<file path="src/hdl/rau_pkg.sv">
// types, constants and helpers shared by the rational arithmetic unit
`timescale 1ns / 1ps
package rau_pkg;

	localparam int OPERAND_WIDTH = 32;
	localparam int IN_W          = 32;
	localparam int MAG_W         = OPERAND_WIDTH;
	localparam int PROD_W        = 2 * MAG_W;
	localparam int FRAC_W        = 64;
	localparam int DEN_W         = 63;
	localparam int SHIFT_W       = 6;
	localparam int CNT_W         = 6;

	typedef enum logic [3:0] {
		FN_ADD = 4'd0,
		FN_SUB = 4'd1,
		FN_MUL = 4'd2,
		FN_DIV = 4'd3,
		FN_EQ  = 4'd4,
		FN_NE  = 4'd5,
		FN_LT  = 4'd6,
		FN_GT  = 4'd7,
		FN_LE  = 4'd8,
		FN_GE  = 4'd9
	} rau_func_t;

	typedef enum logic [3:0] {
		S_IDLE,
		S_MUL_A,
		S_MUL_B,
		S_MUL_C,
		S_COMB,
		S_GCD_GO,
		S_GCD_WAIT,
		S_DIVN_GO,
		S_DIVN_WAIT,
		S_DIVD_GO,
		S_DIVD_WAIT,
		S_DONE
	} rau_state_t;

	typedef struct packed {
		logic [3:0]             func;
		logic signed [IN_W-1:0] a_num;
		logic signed [IN_W-1:0] a_den;
		logic signed [IN_W-1:0] b_num;
		logic signed [IN_W-1:0] b_den;
	} rau_req_t;

	typedef struct packed {
		logic signed [FRAC_W-1:0] res_num;
		logic [DEN_W-1:0]         res_den;
		logic                     cmp_true;
		logic                     status;
	} rau_rsp_t;

	// magnitude of the low operand bits taken as signed
	function automatic logic [MAG_W-1:0] op_mag(input logic [IN_W-1:0] v);
		logic [MAG_W-1:0] lo;
		lo = v[MAG_W-1:0];
		op_mag = lo[MAG_W-1] ? (~lo + 1'b1) : lo;
	endfunction

	function automatic logic op_sign(input logic [IN_W-1:0] v);
		op_sign = v[MAG_W-1];
	endfunction

endpackage

</file>
<file path="src/hdl/rau_mul.sv">
// registered unsigned multiplier shared for all cross products
`timescale 1ns / 1ps
module rau_mul (
	input  logic                      clk,
	input  logic [rau_pkg::MAG_W-1:0]  a,
	input  logic [rau_pkg::MAG_W-1:0]  b,
	output logic [rau_pkg::PROD_W-1:0] p
);
	import rau_pkg::*;

	logic [PROD_W-1:0] prod_q;

	always_ff @(posedge clk) begin
		prod_q <= PROD_W'(a) * PROD_W'(b);
	end

	assign p = prod_q;

endmodule

</file>
<file path="config.mk">
export PLATFORM = sky130hd
export DESIGN_NAME = rau_mul
export DESIGN_NICKNAME = d
export VERILOG_FILES = /design/src/hdl/rau_pkg.sv /design/src/hdl/rau_mul.sv
export SDC_FILE = /design/constraint.sdc
export NUM_CORES = 2
export LEC_CHECK = 0
export BUFFER_PORTS_ARGS = -buffer_cell sky130_fd_sc_hd__buf_2
export CAP_MARGIN = 20
export CORE_ASPECT_RATIO = 1.5
export CORE_MARGIN = 8
export CORE_UTILIZATION = 55
export DETAILED_ROUTE_END_ITERATION = 8
export HOLD_SLACK_MARGIN = 0.12
export PLACE_DENSITY = 0.72
export SLEW_MARGIN = 5
export SYNTH_ARGS = -nofsm -noshare
export SYNTH_HDL_FRONTEND = slang
export SYNTH_SLANG_ARGS = --single-unit
</file>
<file path="constraint.sdc">
create_clock -name clk -period 13.5 [get_ports clk]
set_input_delay 0 -clock clk [delete_from_list [all_inputs] [get_ports clk]]
set_output_delay 0 -clock clk [all_outputs]
set_load 0.02 [all_outputs]
</file>
# [Word level (Yosys, flattened, before mapping)]
# Index checks and enable logic that the tools add are counted.
[classes] multipliers=1
[op_table] cell="32-bit by 32-bit multiplier with 64-bit output" count=1
[word_totals] ff_bits=64 output_inout_bits=64 word_cells=2

# [Logic depth before layout (Yosys ltp)]
[logic_depth] ltp_word=1 depth_mapped=29 mapped_depth_nobuf=27

# [Least setup slack after synthesis]
# OpenSTA, ideal clock, no wires.
[synth_timing] kind="input to register" start="input port a[25] in the netlist's numbering" end="register prod_q[62], in the netlist p[62]" setup_ns=0.072 t_arrival_ns=6.681 required_ns=13.428 path_slack_ns=6.747 cell_stages=25 path_cell_list="clkbuf_1 -> nand2_1 -> fa_1 -> inv_1 -> fa_1 -> inv_1 -> fa_1 -> inv_1 -> fa_1 -> fa_1 -> fa_1 -> fa_1 -> inv_1 -> fa_1 -> inv_1 -> ha_1 -> buf_2 -> nand4_1 -> or4_1 -> or3_1 -> a31oi_1 -> a31o_2 -> a211oi_1 -> o21ai_1 -> xor2_1"
[synth_via] elab_chain_len=1
[synth_rtl] element="start, declared" line_no="rau_mul.sv:5" rtl="input logic [rau_pkg::MAG_W-1:0] a,"
[synth_rtl] element="32-bit by 32-bit multiplier with 64-bit output" line_no="rau_mul.sv:14" rtl="prod_q <= PROD_W'(a) * PROD_W'(b);"
[synth_rtl] element="end signal, assigned" line_no="rau_mul.sv:14"
[synth_rtl] element="end, declared" line_no="rau_mul.sv:11" rtl="logic [PROD_W-1:0] prod_q;"
# No other way between the ends.

# [Worst setup path in the final report]
[layout_timing] start="input port b[23] in the netlist's numbering" end="register prod_q[62], in the netlist p[62]"
[layout_via] elab_chain_len=1
[layout_rtl] element="start, declared" line_no="rau_mul.sv:6" rtl="input logic [rau_pkg::MAG_W-1:0] b,"
[layout_rtl] element="32-bit by 32-bit multiplier with 64-bit output" line_no="rau_mul.sv:14"
# No other way between the ends.

==> run_results.csv <==
group,metric,value,unit
final_layout,areaGrowthSynthToFinish,3.51,%
clock_tree,ctsResizeCount,0,
outcome,status,"finished, final reports clean",
clock_tree,cts-root-buf,"clkbuf_16",
worst_setup_path,cp.arrival,7960,ps
timing,final.min_clock_period,7650,ps
logic_synthesis,synth_xor_area_frac,0.0152,
floorplanning,core_area,62900,um^2
placed_design,placed_area,35600,um^2
timing,drv_slew,0,
clock_tree,post_cts_buffers,0,
worst_setup_path,cpMaxStageDelayCell,"buf_2",
logic_synthesis,synth-adder-area-share,0.612,
floorplanning,rows,113,
placed_design,port_buffers,128,
logic_synthesis,synthSimpleGateAreaFrac,0.176,
logic_synthesis,synthTopCellsByArea,"fa_1, and2_1, ha_1",
flow_run,drv_cap,0,
route,vias,25400,
final_layout,fin_area,35900,um^2
final_layout,drive_gt1_frac,0.0462,
clock_tree,h-tree-depth,3,
timing,slew_headroom,0.414,
timing,rsz0062_at_grt,"false",
grt,grt_pass1_wl,158000,um
timing,timing.final.crit_share,0.566,
final_layout,fin_util,0.571,
placed_design,place.gp.congestion,0.939,
logic_synthesis,avgSynthCellArea,9.25,um^2
route,postRouteAntennaNets,0,
clock_tree,postCtsHoldBufs,0,
logic_synthesis,ys_seq_elements,64,
route,drt-vias-per-instance,5.65,
logic_synthesis,synth_cells,3748,
logic_synthesis,synth_top_area_cell,"fa_1",
clock_tree,cts_tree,"yes",
final_layout,seqCellArea,1280,um^2
clock_tree,clkSinkCount,64,
worst_setup_path,crit_fanout,32,
grt,grt_use_total,0.289,
logic_synthesis,synth_area,34700,um^2
floorplanning,top_level_ports,129,
floorplanning,dieArea,71500,um^2
worst_setup_path,end_kind,"register",
worst_setup_path,critPathMaxStageDelay,650,ps
logic_synthesis,synth-edff-count,0,
worst_setup_path,path_cells,"buf_2 > nand2_1 > fa_1 > inv_1 > fa_1 > fa_1 > fa_1 > fa_1 > fa_1 > fa_1 > inv_1 > fa_1 > inv_1 > ha_1 > nand4_1 > or4_1 > or3_1 > a31oi_1 > a31o_2 > a211oi_1 > o21ai_1 > xor2_1",
timing,worst_slew_pin_slew,878,ps
timing,setup_violations,0,
floorplanning,die_x,221,um
timing,fin_tns_setup,0,ps
route,drtPass1Iterations,5,
final_layout,final_nets,4900,
worst_setup_path,cp.required,13820,ps
logic_synthesis,syn_nets,4972,
final_layout,multiInputGateArea,29300,um^2
final_layout,largest_register_ffs,64,
timing,hold_violations,0,
logic_synthesis,ys_seq_area_frac,0.0369,
hold_path,hold_path.class,"in -> reg",
timing,holdWs,193,ps
route,post_drt_wl_per_cell,22.0,um
grt,antenna_found_initial,3,
logic_synthesis,synth_top_family_by_area,"adder cells",
worst_setup_path,startpoint_type,"primary input",
logic_synthesis,synth_compound_area_frac,0.0415,
clock_tree,path_clk_slew,60,ps
route,wl,99000,um
logic_synthesis,synth.distinct_cells,57,
timing,fmax,131,MHz
floorplanning,die_y,324,um
hold_path,min_to,"p[0]",
worst_setup_path,crit_type,"in -> reg",
final_layout,n_fill_cell,5593,
route,first_iter_violations,1389,
logic_synthesis,ys.flop_type,"dfxtp_1",
logic_synthesis,async_flop_share,0,
grt,grt_remaining_overflow,0,
grt,grt_max_degree,33,
logic_synthesis,synth_top_area_share,0.517,
clock_tree,clock_path_buffers,2,
logic_synthesis,ys_warn_count,0,
clock_tree,cts_made_buffers,9,
grt,grt_pass1_vias,28800,
hold_path,hold_path.startpoint,"a[0]",
floorplanning,initial_core_util,0.551,
logic_synthesis,synth_mux_area_frac,0.000289,
route,drc_errors,0,
hold_path,min_path_cells,3,
worst_setup_path,cp_common_cell,"fa_1",
placed_design,dp_hpwl,79600,um
==> cell usage in the layout (no fill, tap or decap), types with 10 or more instances in the layout <==
master    netlist  routed
nor2_1         20      20
nand2_1       480     480
nand4_1        23      23
fa_1          896     896
xnor2_1        35      35
xor2_1         25      25
dfxtp_1        64      64
and2_1        602     602
a21o_1         40      40
inv_1         865     865
o21bai_1       10      10
buf_2           6     128
o21ai_0        21      21
and3_1         14      14
nand3_1        10      10
ha_1          263     263
a21oi_1        63      63
a31oi_1        12      12
==> per-layer routing <==
metal	vias to the layer above	routed length [um]	GRT usage
met5	-	0	0
met4	0	10000	0.243
met2	1058	53200	0.535
met1	13200	30700	0.281
met3	447	5000	0.0444
li1	10700	-	-
==> worst max-delay path: cells and delay by family <==
kind            cells  cell delay (ps)
compound gates      4             1140
xor+xnor            1              150
fa+ha+maj           9             4590
buf+inv             4              810
simple gates        4             1240
==> kinds of logic (layout without fill, tap and decap cells) <==
family	count (synthesis)	in the layout
DFF	64	64
other	0	2
adders and majority gates	1159	1159
buffers and inverters	1085	1018
and+or+nand+nor	1177	1177
muxes	1	1
AOI/OAI and AO/OA	202	202
xor gates and xnor gates	60	60
==> metrics by stage <==
step                      cells  worst slack (ps)
after CTS                  4486              5960
after global placement     4470              5660
after detailed placement   4470              5570
after floorplan            3748              6750
after global routing       4488              5670
final                      4488              5850
==> how the worst max path moves through the flow <==
stage / slack, ps / startpoint / to / depth (start not counted)
final: 5850 / b[23] / p[62] / 22
after global routing: 5670 / b[23] / p[62] / 22
after floorplan: 6750 / a[25] / p[62] / 25
after CTS: 5960 / b[23] / p[62] / 22
after detailed placement: 5570 / b[23] / p[62] / 22
after global placement: 5660 / b[23] / p[62] / 22
==> cell type report <==
type,instances,area share
clock buffers,10,0.00666
multi-input cells,2599,0.817
inverters,865,0.0905
clock inverters,6,0.00258
diodes,2,0.000139
flip-flops and latches,64,0.0357
well taps,805,0.0281
repair buffers,137,0.0197
==> synthesized netlist by cell type, types with 2 or more instances <==
master / count
and3_1: 14
or4_1: 3
nand2_1: 480
ha_1: 263
nand3_1: 10
o21ai_1: 5
a211oi_1: 3
a31oi_1: 12
and4_1: 3
and3b_1: 2
inv_1: 865
o21ai_0: 21
fa_1: 896
buf_2: 6
nor2b_1: 2
or3_1: 3
a21o_1: 40
clkbuf_1: 213
a221oi_4: 3
xnor2_1: 35
o31ai_1: 2
o31ai_4: 3
xor2_1: 25
or2_2: 3
a21oi_2: 3
a21oi_1: 63
nor2_1: 20
a21boi_1: 3
dfxtp_1: 64
a221o_1: 4
o221ai_1: 3
nor3_1: 7
o221a_2: 2
nand2b_1: 2
o211ai_1: 2
a311oi_1: 2
and2_1: 602
nand4_1: 23
o21a_1: 9
o21bai_1: 10
Power is left out: the tool's default activity adds up to more than one toggle a clock period on the data nets, which glitch-free logic cannot reach.
