$ cat src/hdl/rau_pkg.sv
// types, constants and helpers shared by the rational arithmetic unit
`timescale 1ns / 1ps
package rau_pkg;

	localparam int OPERAND_WIDTH = 32;
	localparam int IN_W          = 32;
	localparam int MAG_W         = OPERAND_WIDTH;
	localparam int PROD_W        = 2 * MAG_W;
	localparam int FRAC_W        = 64;
	localparam int DEN_W         = 63;
	localparam int SHIFT_W       = 6;
	localparam int CNT_W         = 6;

	typedef enum logic [3:0] {
		FN_ADD = 4'd0,
		FN_SUB = 4'd1,
		FN_MUL = 4'd2,
		FN_DIV = 4'd3,
		FN_EQ  = 4'd4,
		FN_NE  = 4'd5,
		FN_LT  = 4'd6,
		FN_GT  = 4'd7,
		FN_LE  = 4'd8,
		FN_GE  = 4'd9
	} rau_func_t;

	typedef enum logic [3:0] {
		S_IDLE,
		S_MUL_A,
		S_MUL_B,
		S_MUL_C,
		S_COMB,
		S_GCD_GO,
		S_GCD_WAIT,
		S_DIVN_GO,
		S_DIVN_WAIT,
		S_DIVD_GO,
		S_DIVD_WAIT,
		S_DONE
	} rau_state_t;

	typedef struct packed {
		logic [3:0]             func;
		logic signed [IN_W-1:0] a_num;
		logic signed [IN_W-1:0] a_den;
		logic signed [IN_W-1:0] b_num;
		logic signed [IN_W-1:0] b_den;
	} rau_req_t;

	typedef struct packed {
		logic signed [FRAC_W-1:0] res_num;
		logic [DEN_W-1:0]         res_den;
		logic                     cmp_true;
		logic                     status;
	} rau_rsp_t;

	// magnitude of the low operand bits taken as signed
	function automatic logic [MAG_W-1:0] op_mag(input logic [IN_W-1:0] v);
		logic [MAG_W-1:0] lo;
		lo = v[MAG_W-1:0];
		op_mag = lo[MAG_W-1] ? (~lo + 1'b1) : lo;
	endfunction

	function automatic logic op_sign(input logic [IN_W-1:0] v);
		op_sign = v[MAG_W-1];
	endfunction

endpackage

$ cat src/hdl/rau_div.sv
// restoring divider, one quotient bit per cycle
`timescale 1ns / 1ps
module rau_div (
	input  logic                      clk,
	input  logic                      arst_n,
	input  logic                      start,
	input  logic [rau_pkg::FRAC_W-1:0] dividend,
	input  logic [rau_pkg::FRAC_W-1:0] divisor,
	output logic                      done,
	output logic [rau_pkg::FRAC_W-1:0] quotient
);
	import rau_pkg::*;

	logic              busy_q;
	logic              done_q;
	logic [CNT_W-1:0]  cnt_q;
	logic [FRAC_W-1:0] rem_q;
	logic [FRAC_W-1:0] quo_q;
	logic [FRAC_W-1:0] dsr_q;
	logic [FRAC_W:0]   sh;
	logic [FRAC_W:0]   diff;
	logic              ge;

	assign sh   = {rem_q, quo_q[FRAC_W-1]};
	assign diff = sh - {1'b0, dsr_q};
	assign ge   = sh >= {1'b0, dsr_q};

	always_ff @(posedge clk or negedge arst_n) begin
		if (!arst_n) begin
			busy_q <= 1'b0;
			done_q <= 1'b0;
			cnt_q  <= '0;
		end else begin
			done_q <= 1'b0;
			if (start) begin
				busy_q <= 1'b1;
				cnt_q  <= '1;
			end else if (busy_q) begin
				cnt_q <= cnt_q - 1'b1;
				if (cnt_q == '0) begin
					busy_q <= 1'b0;
					done_q <= 1'b1;
				end
			end
		end
	end

	always_ff @(posedge clk) begin
		if (start) begin
			rem_q <= '0;
			quo_q <= dividend;
			dsr_q <= divisor;
		end else if (busy_q) begin
			rem_q <= ge ? diff[FRAC_W-1:0] : sh[FRAC_W-1:0];
			quo_q <= {quo_q[FRAC_W-2:0], ge};
		end
	end

	assign done     = done_q;
	assign quotient = quo_q;

endmodule

$ cat config.mk
export PLATFORM = sky130hd
export DESIGN_NAME = rau_div
export DESIGN_NICKNAME = d
export VERILOG_FILES = /design/src/hdl/rau_pkg.sv /design/src/hdl/rau_div.sv
export SDC_FILE = /design/constraint.sdc
export NUM_CORES = 1
export LEC_CHECK = 0
export CORE_MARGIN = 3
export CORE_UTILIZATION = 55
export DETAILED_ROUTE_END_ITERATION = 6
export DONT_BUFFER_PORTS = 1
export MAX_ROUTING_LAYER = met4
export PLACE_DENSITY = 0.69
export SYNTH_ARGS = -nofsm -noshare
export SYNTH_HDL_FRONTEND = slang
export SYNTH_SLANG_ARGS = --single-unit
$ cat constraint.sdc
create_clock -name clk -period 3.1 [get_ports clk]
set_input_delay 0.155 -clock clk [delete_from_list [all_inputs] [get_ports clk]]
set_output_delay 0.155 -clock clk [all_outputs]
set_load 0.05 [all_outputs]
### Yosys cells after proc, flatten, opt, wreduce, memory -nomap -nowiden

Index checks and enable logic that the tools add are counted.

* flip-flop bits (word level): 200
* input bits: 131
* output and inout bits: 65
* word-level logic and storage cells: 22

* add/sub/neg operators: 2
* $lt $le $gt $ge: 1
* muxes and demuxes: 11
* reduce and logical (&&, ||, !) cells: 2

Operators by type and width (number)
* 64-bit two-way mux: 3
* 65-bit by 64-bit greater-or-equal comparator with 1-bit output: 1
* 64-bit subtractor: 1
* 6-bit two-way mux: 2
* 6-bit zero test: 1
* 1-bit two-way mux: 6
* 6-bit by 1-bit subtractor with 6-bit output, second input constant: 1
* 2-bit nonzero test: 1

### Longest topological paths before layout

* depth in word-level cells: 4
* depth in mapped cells: 14

### Worst setup path before layout

No wires, ideal clock.

* kind: reg2reg
* from: reg quo_q[63] (netlist: quotient[63])
* to: reg rem_q[34]
* library setup time: 0.091 ns
* data arrival time: 3.086 ns
* data required time: 3.009 ns
* setup slack: -0.076 ns
* cell stages (with the launch flop): 13
* period minus slack after synthesis: 3.176 ns
* path through: edfxtp_1 inv_1 ha_1 fa_1 nand2b_1 a21o_1 a211o_1 nand3_1 o21ai_1 o41ai_1 a21oi_1 mux2i_1 a311oi_1

* longest elaborated chain between the ends: 2
* elaborated cells between the ends (all ways): 3

Ends and longest elaborated chain
* start: declaration: line rau_div.sv:18 `logic [FRAC_W-1:0] quo_q;`
* start signal: assignment: line rau_div.sv:51 `quo_q <= dividend;`
* start signal: assignment: line rau_div.sv:55 `quo_q <= {quo_q[FRAC_W-2:0], ge};`
* 64-bit subtractor / 65-bit by 64-bit greater-or-equal comparator with 1-bit output (equally long branches): line rau_div.sv:25, rau_div.sv:26
* 64-bit two-way mux *: line rau_div.sv:54 `rem_q <= ge ? diff[FRAC_W-1:0] : sh[FRAC_W-1:0];`
* end signal: assignment: line rau_div.sv:54
* end: declaration: line rau_div.sv:17 `logic [FRAC_W-1:0] rem_q;`

Every way passes the cells marked *; elsewhere a longest branch is shown, timed or not.
A chain may end at the register's enable or synchronous reset.

### Final worst setup path

* from: reg quo_q[63] (netlist: quotient[63])
* to: reg rem_q[58]

Same word-level chain as after synthesis.

==> metrics.txt <==
outcome complete, no violations; Synth Cell Area 0.0123 mm2; DIE WIDTH 156 um; Root Buffer clkbuf_16; setup slack, reg-to-reg slightly below 60 ps; Final Slew Violations 0; Max clock buf depth 2; Clock Latency Late Sink 460 ps; met2 wire length 17.0 mm; CP max stage cell edfxtp_1; layout cell share with drive strength beyond 1 0.181; Reg2Reg Launch Point quotient[63]; Hold Slack 44.4 ps; crit path kind flop to flop; first-pass GRT wire length 55.4 mm; NetSw 5.08 mW; metal3 WL 2.47 mm; final setup violating endpoints 0; clk_skew 23.2 ps; Worst path depth 13; antenna violations before repair 0; Peak VDD IR 0.412 mV; die area 0.0242 mm2; Rel. slew slack 0.476; num ports ~200; largest net degree at the start of global routing ~110; Tmin final 3040 ps; CP Capture Type flop; number of flops mapped to enable cells by yosys 128; num rows 54; Synth top area share 0.313; RSZ-0062 raised after global routing yes; DRT iter0 DRCs just over 900; Synth area leaders edfxtp_1 (31%), dfxtp_1 (10%), ha_1 (6.7%); Hold Path Class input pin to asynchronous set/reset pin; CP Cell Sequence inv_1 -> ha_2 -> fa_2 -> nand2b_4 -> a21o_1 -> a211o_1 -> nand3_2 -> buf_6 -> o211ai_1 -> nand4_1 -> and2_1 -> o41ai_2 -> a311oi_1; Final nets approximately 1.7k; Logic pwr share 0.478; die height 156 um; CP arrival around 3400 ps; Global Route Usage Sum 0.292; PortBufs 0; syn nets 1474; dominant cell by count in the synthesized netlist nand2_1; Yosys warning total 0; vias per inst 6.02; cells after synthesis 1276; Fin. Hold Viols 0; ys async rst share 0.0400; max incr delay on CP 410 ps; # Max-Cap Violations 0; Max Fclk 329 MHz; PwrDens 758 mW/mm2; Synth cell types 78; cell count after placement between 1.5k and 2k; gr ovfl total 0; clock group share of total power 0.188; clock sinks 200; DRC Markers 0; critical path's top delay family compound AO/OA/AOI/OAI gates; P_leak 6.54 nW; Seq pwr share 0.334; Seq/Total Area, Yosys 0.433; #FFs+latches synth 200; largest fanout on the critical path 3; CP bufs+invs 2; CTS tree done; H-tree Lvls 4; area leader, netlist edfxtp_1; crit start category flop; first drt pass iteration count 5; total CTS buffers 17; P_int ~7 mW; Detail Route Antenna Nets 0; area growth from synthesis to layout 30.4%; non-filler cells, final 1806; post-DR wirelength/cell approximately 20 um; Primary FF master, synth edfxtp_1; CP Launch Point quotient[63]; DRT Wirelength 35.5 mm; Initial Util 0.562; syn_area_per_cell 9.64 um2; crit path to rem_q[58]; final period utilization 0.981; switch share 0.418; top routing layer used met4; RD Place Congestion 0.933; reg2reg path depth 13; r2r endpoint rem_q[58]; Core Footprint 0.0219 mm2; commonest cells in the netlist nand2_1 (141), edfxtp_1 (128), a21oi_1 (97), nor2_1 (91), inv_1 (88); vias in the first global route 10.7k; Slew @ Worst Pin 785 ps; Detailed Place HPWL roughly 22 mm; # diodes 0; required time of the worst setup path ~3400 ps; via count approximately 11k; wl on met1 15.3 mm; Worst-path clk slew 80 ps
[per-stage QoR]
stage	instance area [um2]	power (mW)	TNS, ps	setup slack, ps	utilization
after global placement	12900	8.80	-570	-222	0.587
after floorplan	12300	7.61	0	1.17	-
after global routing	16000	12.8	-94.0	-41.6	0.733
after CTS	15500	11.5	0	6.47	0.707
after detailed placement	12900	8.84	-1010	-196	0.587
final	16000	12.2	0	59.4	0.733
[worst min path at each step]
stage,startpoint,end,cells past startpoint
after global routing,start,quotient[61],1
after CTS,start,quotient[61],1
final,arst_n,cnt_q[4],1
after floorplan,arst_n,busy_q,0
after detailed placement,arst_n,done,0
after global placement,arst_n,cnt_q[3],0
[kinds of logic (layout without fill, tap and decap cells)]
family / Yosys count / after routing / synth area share
compound gates: 346 / 346 / 0.190
mux: 71 / 71 / 0.0644
simple gates: 385 / 386 / 0.153
flops: 200 / 200 / 0.433
fa+ha+maj: 67 / 67 / 0.0688
xor+xnor: 49 / 49 / 0.0349
buf+inv: 158 / 407 / 0.0558
[cells in the final DEF, fill, tap and decap left out, drive strengths merged, types with 5 or more instances in the layout]
| master | instances |
|---|---|
| o2111ai | 8 |
| a211o | 5 |
| mux2 | 65 |
| o21ai | 57 |
| edfxtp | 128 |
| a311oi | 27 |
| o211ai | 18 |
| and2 | 13 |
| dlygate4sd3 | 195 |
| nand2 | 141 |
| clkbuf | 19 |
| nand3 | 19 |
| nor4 | 8 |
| o41ai | 5 |
| nand2b | 27 |
| o21bai | 13 |
| a21o | 32 |
| or3 | 6 |
| a31oi | 12 |
| nor3 | 10 |
| inv | 96 |
| dfxtp | 64 |
| a221oi | 6 |
| a22oi | 8 |
| nor2b | 8 |
| a21oi | 97 |
| dfrtp | 8 |
| clkinv | 5 |
| xnor2 | 31 |
| xor2 | 18 |
| a211oi | 13 |
| a21boi | 5 |
| ha | 66 |
| mux2i | 6 |
| o21a | 9 |
| buf | 91 |
| nand4 | 25 |
| and4 | 6 |
| nor2 | 92 |
| and3 | 11 |
[worst reg2reg max path: stages, from the launching register on]
cell,delay [ps]
edfxtp_1,410
inv_1,80
ha_2,200
fa_2,210
nand2b_4,130
a21o_1,160
a211o_1,200
nand3_2,130
buf_6,150
o211ai_1,310
nand4_1,230
and2_1,200
o41ai_2,360
a311oi_1,140
[flip-flops by register name (all words and copies together) (netlist names)]
| signal | count |
|---|---|
| dsr_q | 64 |
| done | 1 |
| busy_q | 1 |
| quotient | 64 |
| rem_q | 64 |
| cnt_q | 6 |
[final cells by class]
type,count,area [um2]
clock buffers,18,429
clock inverters,14,171
fillers,1550,5850
inverters,88,330
multi-input cells,919,6700
flip-flops and latches,200,5330
well taps,280,350
repair buffers,287,2730
[per-layer routing]
layer | track usage | vias to the layer above
met5 | - | -
met3 | 0.0652 | 60
met1 | 0.375 | 5199
li1 | - | 5168
met4 | 0.0621 | 0
met2 | 0.478 | 440
[power by group through the flow]
stage          logic, mW  registers, mW  clock network, mW
2_1_floorplan       3.65           3.96                  0
3_3_place_gp        4.74           4.05                  0
3_5_place_dp        4.78           4.06                  0
4_1_cts             5.14           4.01               2.32
5_1_grt             6.31           4.11               2.38
6_report            5.81           4.06               2.29
[what timing repair did]
action | 4_1_cts | 5_1_grt
resized for setup | 6 | 90
cloned | 0 | 2
hold buffers | 196 | 0
endpoints found under the setup margin | 19 | 59
pin swaps | 2 | 32
hold endpoints to repair | 251 | 0
setup buffers | 1 | 19
Note: power is estimated with default switching activity, not from simulation.
