===== config.mk =====
export PLATFORM = sky130hd
export DESIGN_NAME = rau_gcd
export DESIGN_NICKNAME = d
export VERILOG_FILES = /design/src/hdl/rau_pkg.sv /design/src/hdl/rau_gcd.sv
export SDC_FILE = /design/constraint.sdc
export NUM_CORES = 1
export LEC_CHECK = 0
export BUFFER_PORTS_ARGS = -buffer_cell sky130_fd_sc_hd__buf_4
export CORE_MARGIN = 5
export CORE_UTILIZATION = 40
export DETAILED_ROUTE_END_ITERATION = 10
export PLACE_DENSITY = 0.63
export SYNTH_ARGS = -nofsm -noshare
export SYNTH_HDL_FRONTEND = slang
export SYNTH_SLANG_ARGS = --single-unit
export TNS_END_PERCENT = 100

===== constraint.sdc =====
create_clock -name clk -period 6.5 [get_ports clk]
set_clock_uncertainty 0.05 [all_clocks]
set_input_delay 0.325 -clock clk [delete_from_list [all_inputs] [get_ports clk]]
set_output_delay 0.325 -clock clk [all_outputs]
set_load 0.05 [all_outputs]

===== src/hdl/rau_pkg.sv =====
// types, constants and helpers shared by the rational arithmetic unit
`timescale 1ns / 1ps
package rau_pkg;

	localparam int OPERAND_WIDTH = 32;
	localparam int IN_W          = 32;
	localparam int MAG_W         = OPERAND_WIDTH;
	localparam int PROD_W        = 2 * MAG_W;
	localparam int FRAC_W        = 64;
	localparam int DEN_W         = 63;
	localparam int SHIFT_W       = 6;
	localparam int CNT_W         = 6;

	typedef enum logic [3:0] {
		FN_ADD = 4'd0,
		FN_SUB = 4'd1,
		FN_MUL = 4'd2,
		FN_DIV = 4'd3,
		FN_EQ  = 4'd4,
		FN_NE  = 4'd5,
		FN_LT  = 4'd6,
		FN_GT  = 4'd7,
		FN_LE  = 4'd8,
		FN_GE  = 4'd9
	} rau_func_t;

	typedef enum logic [3:0] {
		S_IDLE,
		S_MUL_A,
		S_MUL_B,
		S_MUL_C,
		S_COMB,
		S_GCD_GO,
		S_GCD_WAIT,
		S_DIVN_GO,
		S_DIVN_WAIT,
		S_DIVD_GO,
		S_DIVD_WAIT,
		S_DONE
	} rau_state_t;

	typedef struct packed {
		logic [3:0]             func;
		logic signed [IN_W-1:0] a_num;
		logic signed [IN_W-1:0] a_den;
		logic signed [IN_W-1:0] b_num;
		logic signed [IN_W-1:0] b_den;
	} rau_req_t;

	typedef struct packed {
		logic signed [FRAC_W-1:0] res_num;
		logic [DEN_W-1:0]         res_den;
		logic                     cmp_true;
		logic                     status;
	} rau_rsp_t;

	// magnitude of the low operand bits taken as signed
	function automatic logic [MAG_W-1:0] op_mag(input logic [IN_W-1:0] v);
		logic [MAG_W-1:0] lo;
		lo = v[MAG_W-1:0];
		op_mag = lo[MAG_W-1] ? (~lo + 1'b1) : lo;
	endfunction

	function automatic logic op_sign(input logic [IN_W-1:0] v);
		op_sign = v[MAG_W-1];
	endfunction

endpackage


===== src/hdl/rau_gcd.sv =====
// iterative binary gcd, one shift or subtract step per cycle
`timescale 1ns / 1ps
module rau_gcd (
	input  logic                      clk,
	input  logic                      arst_n,
	input  logic                      start,
	input  logic [rau_pkg::FRAC_W-1:0] x,
	input  logic [rau_pkg::FRAC_W-1:0] y,
	output logic                      done,
	output logic [rau_pkg::FRAC_W-1:0] g
);
	import rau_pkg::*;

	logic               busy_q;
	logic               done_q;
	logic [FRAC_W-1:0]  x_q;
	logic [FRAC_W-1:0]  y_q;
	logic [SHIFT_W-1:0] k_q;
	logic [FRAC_W-1:0]  g_q;
	logic [FRAC_W:0]    dxy;
	logic [FRAC_W:0]    dyx;

	assign dxy = {1'b0, x_q} - {1'b0, y_q};
	assign dyx = {1'b0, y_q} - {1'b0, x_q};

	always_ff @(posedge clk or negedge arst_n) begin
		if (!arst_n) begin
			busy_q <= 1'b0;
			done_q <= 1'b0;
		end else begin
			done_q <= 1'b0;
			if (start) begin
				busy_q <= 1'b1;
			end else if (busy_q && x_q == y_q) begin
				busy_q <= 1'b0;
				done_q <= 1'b1;
			end
		end
	end

	always_ff @(posedge clk) begin
		if (start) begin
			x_q <= x;
			y_q <= y;
			k_q <= '0;
		end else if (busy_q) begin
			if (x_q == y_q) begin
				g_q <= x_q << k_q;
			end else if (!x_q[0] && !y_q[0]) begin
				x_q <= x_q >> 1;
				y_q <= y_q >> 1;
				k_q <= k_q + 1'b1;
			end else if (!x_q[0]) begin
				x_q <= x_q >> 1;
			end else if (!y_q[0]) begin
				y_q <= y_q >> 1;
			end else if (!dxy[FRAC_W]) begin
				x_q <= dxy[FRAC_W:1];
			end else begin
				y_q <= dyx[FRAC_W:1];
			end
		end
	end

	assign done = done_q;
	assign g    = g_q;

endmodule


# ---- After elaboration in Yosys (flattened, before gate mapping)
# Cells that the tools add are included.
dict set report totals {
  ff_bits 200
  inputBits 131
  out_inout_bits 65
  word_cells 50
}
dict set report classes {
  addsub 3
  n_eq_ne 5
  shift 1
  n_mux 18
  bitwise 2
  n_reduce_logical 13
}
# op count
set ops {}
lappend ops {{$mux W64} 14}
lappend ops {{$sub A64 B64 Y65} 2}
lappend ops {{$eq A64 B64 Y1} 1}
lappend ops {{$shl A64 B6 Y64} 1}
lappend ops {{$reduce_and A3 Y1} 3}
lappend ops {{$ne A4 B2 Y1 const B} 2}
lappend ops {{$reduce_and A4 Y1} 2}
lappend ops {{$add A6 B1 Y6 const B} 1}
lappend ops {{$mux W1} 4}
lappend ops {{$ne A4 B3 Y1 const B} 1}
lappend ops {{$reduce_bool A2 Y1} 2}
lappend ops {{$reduce_bool A3 Y1} 1}
lappend ops {{$logic_and A1 B1 Y1} 2}
lappend ops {{$logic_not A1 Y1} 2}
lappend ops {{$ne A2 B2 Y1 const B} 1}
lappend ops {{$not A1 Y1} 2}
lappend ops {{$reduce_and A2 Y1} 1}

# ---- Longest topological paths before layout
# Gate-level depths: netlist of run 1.
dict set report depth {
  depth_word 8
  ltp_mapped 13
  depth_no_buf 12
}

# ---- Worst setup path after synthesis of run 1
# No wires, ideal clock.
dict set report synth_path {
  path_type {reg2reg}
  start {register x_q[0]}
  end {register y_q[10] (enable)}
  setup_ps 431
  arrival_ps 4087
  required_ps 6019
  setup_slack_ps 1931
  stages_incl_launch_ff 13
  path_buffers 2
  synth_period_minus_slack_ps 4569
  cell_sequence {edfxtp_1 > inv_1 > ha_1 > fa_1 > nand2b_2 > a21oi_2 > o21ai_2 > o31ai_4 > a311oi_4 > o21a_1 > buf_4 > buf_4 > o31a_1}
}
dict set report synth_via {
  elab_chain_cells 4
  word_cells_on_any_way 8
  classes_between {add/sub: 1; eq/ne: 3; reduce/logical: 4}
}
# element line
set synth_lines {}
lappend synth_lines {{start: declaration} rau_gcd.sv:16} ;# logic [FRAC_W-1:0] x_q;
lappend synth_lines {{start signal: assignment} rau_gcd.sv:50} ;# x_q <= x_q >> 1;
lappend synth_lines {{start signal: assignment} rau_gcd.sv:54} ;# x_q <= x_q >> 1;
lappend synth_lines {{start signal: assignment} rau_gcd.sv:58} ;# x_q <= dxy[FRAC_W:1];
lappend synth_lines {{parallel branches: the longest is 3 deep, another holds $sub A64 B64 Y65} -}
lappend synth_lines {{$reduce_and A4 Y1 (no source line) (*)} -}
lappend synth_lines {{end signal: assignment} rau_gcd.sv:51} ;# y_q <= y_q >> 1;
lappend synth_lines {{end signal: assignment} rau_gcd.sv:56} ;# y_q <= y_q >> 1;
lappend synth_lines {{end signal: assignment} rau_gcd.sv:60} ;# y_q <= dyx[FRAC_W:1];
lappend synth_lines {{end: declaration} rau_gcd.sv:17} ;# logic [FRAC_W-1:0] y_q;
# Mark *: on every way between the ends.
# A chain may end at the register's enable or synchronous reset.

# ---- Worst setup path after layout of run 1
dict set report layout_path {
  start {register x_q[0]}
  end {register x_q[28] (enable)}
}
dict set report layout_via {
  elab_chain_cells 4
  word_cells_on_any_way 8
  classes_between {add/sub: 1; eq/ne: 4; reduce/logical: 3}
}
# element
set layout_lines {}
lappend layout_lines {{parallel branches: the longest is 3 deep, another holds $sub A64 B64 Y65}}
lappend layout_lines {{$reduce_and A4 Y1 (no source line) (*)}}
# Marked as above.

==> impl_results.md, run 1 <==
* Run status: finished clean
* Hold_sp: y[24]
* Post-route setup slack at around 1700 ps
* Vias in the first global route at 18900
* Ys async rst share at around 1.0%
* Layout Nets at between 2000 and 3000
* Synth-to-Final Area Change at 11.3%
* Clk Latency, worst-skew pair at 520 ps
* Detailed placer's ending HPWL at ~66 mm
* Post-synthesis cell count at roughly 2500
* Most common cell after layout, fill and taps aside: nand2_1
* Post-DP Area at 22500 um^2
* Main area contributors after synthesis: edfxtp_1, ha_1, nand2_1
* CTS tree: yes
* Min-Delay Path Class: in2reg
* CP Max Fanout at 57
* Die Area at between 50000 and 60000 um^2
* Crit start category: register
* Endpoints failing hold at 0
* Die span in x at 238 um
* Root Driver: clkbuf_16
* Synthesis Warnings at 0
* Dpl cells at 3223
* Post-synth EDFFs at around 190
* Drt first-iter violations at about 2600
* CTS max path bufs at 2
* First-pass GRT wire length at around 120 mm
* Post-synthesis sequential area ratio at between 20% and 30%
* H-Tree Level Count at 4
* GRT Residual Overflow at 0
* Worst-Margin Slew at between 1000 and 1500 ps
* DRT antenna net count at 0
* Clock sink count at 200
* Die Ht at around 240 um
* R2R Path Start: x_q[0]
* GRT Resource Usage Total at around 29%
* Max Cap Viol at 0
* # resized after CTS at 0
* DR vias at between 20000 and 25000
* Final Cycle Share at around 73%
* Hold Crit Depth at 2
* WL/cell at between 20 and 30 um
* Gp weighted congestion at 1.02
* R2R setup slack at around 1700 ps
* Post-Synthesis Net Count at ~2800
* R2R depth at 13
* CP endpoint kind: register
* I/O Buffers at 195
* CORE AREA at between 50000 and 60000 um^2
* RSZ-0062 raised after global routing: no
* Yosys cell types at between 100 and 150
* Period minus WS final at roughly 4800 ps
* Fin Setup TNS at 0 ps
* CP arrival at 4850 ps
* Starting Density at between 40% and 50%
* Leading area contributor after synthesis: edfxtp_1
* Synth top area share at ~28%
* Filler cells at 5112
* Initial antenna violation count at 0
* Share of layout cells above drive strength 1 at 14.7%
* Reg2reg end: x_q[28]
* Number of buffers created by CTS at 17
* First-pass iteration count of the detailed router at 6
* Post-CTS setup buffers at 0
* Row Count at 83
* Most frequent cells in the layout: nand2_1, a21oi_1, buf_4, nor2_1, o21ai_0
* Ant diodes at 0
* Design area at roughly 23000 um^2
* Crit Path Category: reg2reg
* Worst-case headroom to the max-slew limit at 12.2%
* Pre-CTS WS at 1850 ps
* Avg Synthesized Cell Area at 8.31 um^2
* DRC Markers at 0
* Num ports at roughly 200
* DR vias/cell at around 6.3
* Total wire length at 84.7 mm
* Hold Path Sink: y_q[24]
* CTS clk-pin slew, worst paths at 90 ps
* Ys flop type: edfxtp_1
* Fmax at between 200 and 250 MHz
* Req. time, crit path at 6590 ps
* Mapped Area at about 21000 um^2
* Max Transition Viols Final at 0
* Non-filler cells, final at 3258
* Synthesized flop and latch total at 200
* Largest net degree at the start of global routing at 77
* Setup Viol. Count Final at 0
-- synth_stat cells, types with 37 or more instances --
| library cell | number |
|---|---|
| nand2_1 | 344 |
| edfxtp_1 | 192 |
| buf_2 | 49 |
| inv_1 | 178 |
| clkbuf_1 | 90 |
| nor2_1 | 212 |
| o21ai_0 | 198 |
| o21bai_1 | 37 |
| mux4_2 | 52 |
| a21o_1 | 46 |
| mux2i_1 | 57 |
| a2bb2oi_1 | 53 |
| xnor2_1 | 74 |
| nand4_1 | 40 |
| ha_1 | 131 |
| a21oi_1 | 245 |
-- worst max path at each step --
stage / startpoint / end / slack [ps] / depth (start not counted)
after floorplan: x_q[0] / y_q[10] / 1930 / 12
after global placement: x_q[0] / x_q[48] / 1950 / 13
after detailed placement: x_q[0] / x_q[59] / 1850 / 13
after CTS: x_q[0] / x_q[58] / 1810 / 13
after global routing: x_q[0] / x_q[59] / 1560 / 13
final: x_q[0] / x_q[28] / 1740 / 13
-- critical path, stage by stage, from the launching register on --
cell and delay [ps]:
edfxtp_1 520, inv_1 210, ha_1 280, fa_1 390
nand2b_2 230, a21oi_2 220, o21ai_2 160, o31ai_4 400
a311oi_4 210, o21ai_4 390, nor2_1 80, o21ai_0 170
a21o_2 250, buf_4 730
-- state kept, by name, summed over array words and instances (netlist names) --
register,flops
g,64
x_q,64
y_q,64
k_q,6
busy_q,1
done,1
-- metal layers --
metal / track usage, % / share of wire, % / vias up
li1: - / - / 9255
met1: 41.7 / 43 / 9840
met2: 43.5 / 44 / 1161
met3: 5.19 / 9.2 / 159
met4: 10.3 / 3.8 / 0
met5: 0 / 0 / -
-- logic make-up (layout without fill, tap and decap cells) --
group / count (synthesis) / in the layout / share of synthesized area, %
DFF: 200 / 200 / 28.6
buffers and inverters: 355 / 435 / 7.12
adders and majority gates: 133 / 133 / 8.09
xor gates and xnor gates: 109 / 109 / 4.60
AOI/OAI and AO/OA: 856 / 856 / 27.5
muxes: 112 / 112 / 8.56
and+or+nand+nor: 733 / 733 / 15.5
-- metrics by stage --
stage	utilization, %	hold slack [ps]
3_5_place_dp	43.7	67.9
6_report	44.9	31.6
3_3_place_gp	43.7	68.5
2_1_floorplan	-	-20.6
4_1_cts	44.9	0.939
5_1_grt	44.9	20.1
-- repair_timing --
item | 4_1_cts | 5_1_grt
endpoints found under the setup margin | 0 | 0
hold endpoints to repair | 4 | 0
hold buffers | 3 | 0
-- area by class of cell --
| cell class | instances | area (um^2) | share of cell area [%] |
|---|---|---|---|
| clock buffers | 18 | 439 | 1.90 |
| clock inverters | 14 | 155 | 0.672 |
| flip-flops and latches | 200 | 5940 | 25.7 |
| well taps | 680 | 851 | 3.68 |
| repair buffers | 222 | 1690 | 7.32 |
| inverters | 181 | 679 | 2.94 |
| multi-input cells | 1943 | 13300 | 57.8 |
Power of run 1 is left out: the tool's default activity adds up to more than one toggle a clock period on the data nets, which glitch-free logic cannot reach.
==> run 2, diff against run 1 <==
==> constraint.sdc (replaced) <==
create_clock -name clk -period 4.55 [get_ports clk]
set_clock_uncertainty 0.05 [all_clocks]
set_input_delay 0.2275 -clock clk [delete_from_list [all_inputs] [get_ports clk]]
set_output_delay 0.2275 -clock clk [all_outputs]
set_load 0.05 [all_outputs]
==> impl_results.md, run 2 (synthesis gave the netlist of run 1 again) <==
* Req. time, crit path at 4860 ps (-1730 ps)
* DR vias at 20900 (+2.2%)
* H-Tree Level Count at 4 (unchanged)
* Max Transition Viols Final at 0 (unchanged)
* CP delay by family, top: compound AO/OA/AOI/OAI gates
* Ant diodes at 0 (unchanged)
* WL/cell at 25.3 um (-2.6%)
* Synth-to-Final Area Change at 17.7%
* Root Driver: clkbuf_16
* Largest net degree at the start of global routing at 73 (-5.2%)
* CTS tree: yes
* CTS max path bufs at 2 (unchanged)
* Worst path slowest cell: o311ai_0
* Crit Path Category: reg2reg
* Run status: finished clean
* Number of buffers created by CTS at 17 (unchanged)
* CP Max Fanout at 10 (-82%)
* Share of layout cells above drive strength 1 at 16.5% (+1.8 points)
* Vias in the first global route at 19900 (+5.0%)
* Die Ht at 238 um (unchanged)
* Clock sink count at 200 (unchanged)
* Gp weighted congestion at 1.07 (+4.9%)
* First-pass iteration count of the detailed router at 6 (unchanged)
* Final Cycle Share at 95.5% (+22 points)
* CP endpoint kind: register
* First-pass GRT wire length at 128 mm (+3.0%)
* Crit start category: register
* Period minus WS final at 4340 ps (-418 ps)
* Cell Chain, Critical Path: inv_1 > ha_1 > nand2_1 > o21ai_0 > a21oi_1 > o311ai_0 > a31oi_1 > o31ai_1 > buf_4 > xor2_1 > nand2_1 > a2bb2oi_1
* CP max stage delay at 890 ps (+160 ps)
* Hold Crit Depth at 3 (+1)
* Worst-case headroom to the max-slew limit at 32.7% (+21 points)
* Endpoints failing hold at 0 (unchanged)
* Drt first-iter violations at 2203 (-14%)
* R2R depth at 12 (-1)
* Filler cells at 5046 (-1.3%)
* Crit path buf inv count at 2 (unchanged)
* Detailed placer's ending HPWL at 68.3 mm (+3.3%)
* RSZ-0062 raised after global routing: no
* Num ports at 196 (unchanged)
* I/O Buffers at 195 (unchanged)
* GRT Resource Usage Total at 29.7% (+0.78 points)
* GRT Residual Overflow at 0 (unchanged)
* DRT antenna net count at 0 (unchanged)
* Clk Latency, worst-skew pair at 530 ps (about the same)
* Setup Viol. Count Final at 0 (unchanged)
* Initial antenna violation count at 0 (unchanged)
* Die span in x at 238 um (unchanged)
* DRC Markers at 0 (unchanged)
* Most frequent cells in the layout: nand2_1, buf_4, a21oi_1, nor2_1, o21ai_0
* Most common cell after layout, fill and taps aside: nand2_1
* Layout Nets at 2973 (+5.1%)
* Max Cap Viol at 0 (unchanged)
* Worst-Margin Slew at 996 ps (-310 ps)
* CP arrival at 4660 ps (-190 ps)
* Die Area at 56500 um^2 (unchanged)
* Total wire length at 86.1 mm (+1.7%)
* Fmax at 230 MHz (+9.6%)
* Fin Setup TNS at 0 ps (unchanged)
* Min-Delay Path Class: in2reg
* DR vias/cell at 6.13 (-2.1%)
* CP most frequent cell: nand2_1
* Starting Density at 40.4% (unchanged)
* Levels on crit path at 12 (-1)
* Post-CTS setup buffers at 0 (unchanged)
* CTS clk-pin slew, worst paths at 90 ps (about the same)
* Row Count at 83 (unchanged)
* CORE AREA at 51400 um^2 (unchanged)
-- run 2: final cells by class --
| cell class | instances | area (um^2) | area share (%) |
|---|---|---|---|
| clock buffer | 18 | 429 | 1.76 |
| multi-input combinational | 1943 | 13300 | 54.6 |
| sequential | 200 | 5940 | 24.3 |
| timing repair buffer | 366 | 3030 | 12.4 |
| inverter | 181 | 679 | 2.78 |
| tap | 680 | 851 | 3.48 |
| clock inverter | 14 | 155 | 0.635 |
-- run 2: worst min-delay path, cell delays in order --
cell and delay, ps:
buf_4 70, inv_1 30, a21oi_1 120
-- run 2: final timing paths --
| check | start | to | slack (ps) |
|---|---|---|---|
| setup / recovery | x_q[49] | x_q[58] | 210 |
| hold / removal | y[19] | y_q[19] | 3 |
| setup reg to reg | x_q[49] | x_q[58] | 210 |
| hold reg to reg | busy_q | done | 630 |
| max in group asynchronous | arst_n | done | 3650 |
| min in group asynchronous | arst_n | busy_q | 590 |
-- run 2: routing by layer --
layer  routed length, um  up-vias  GRT usage (%)
li1                    -     9536              -
met1               37300    10100           41.8
met2               38200     1052           45.8
met3                7610      152           5.50
met4                2990        0           10.4
met5                   0        -              0
-- run 2: what timing repair did --
item                                   in CTS  in global routing
gates resized for setup                     0                  0
hold buffers                               74                  1
endpoints found under the hold margin      74                  1
-- run 2: through the flow --
stage | instances | area, um^2 | hold WS, ps | setup slack, ps | utilization, %
after floorplan | 2498 | 20800 | -118 | 180 | -
final | 3402 | 24400 | 2.66 | 206 | 47.5
after CTS | 3401 | 24400 | 0.113 | 405 | 47.5
after global routing | 3402 | 24400 | 0.867 | 181 | 47.5
after detailed placement | 3295 | 23100 | -21.1 | 437 | 44.9
after global placement | 3295 | 23100 | -20.0 | 496 | 44.9
Power of run 2 is left out for the same reason.
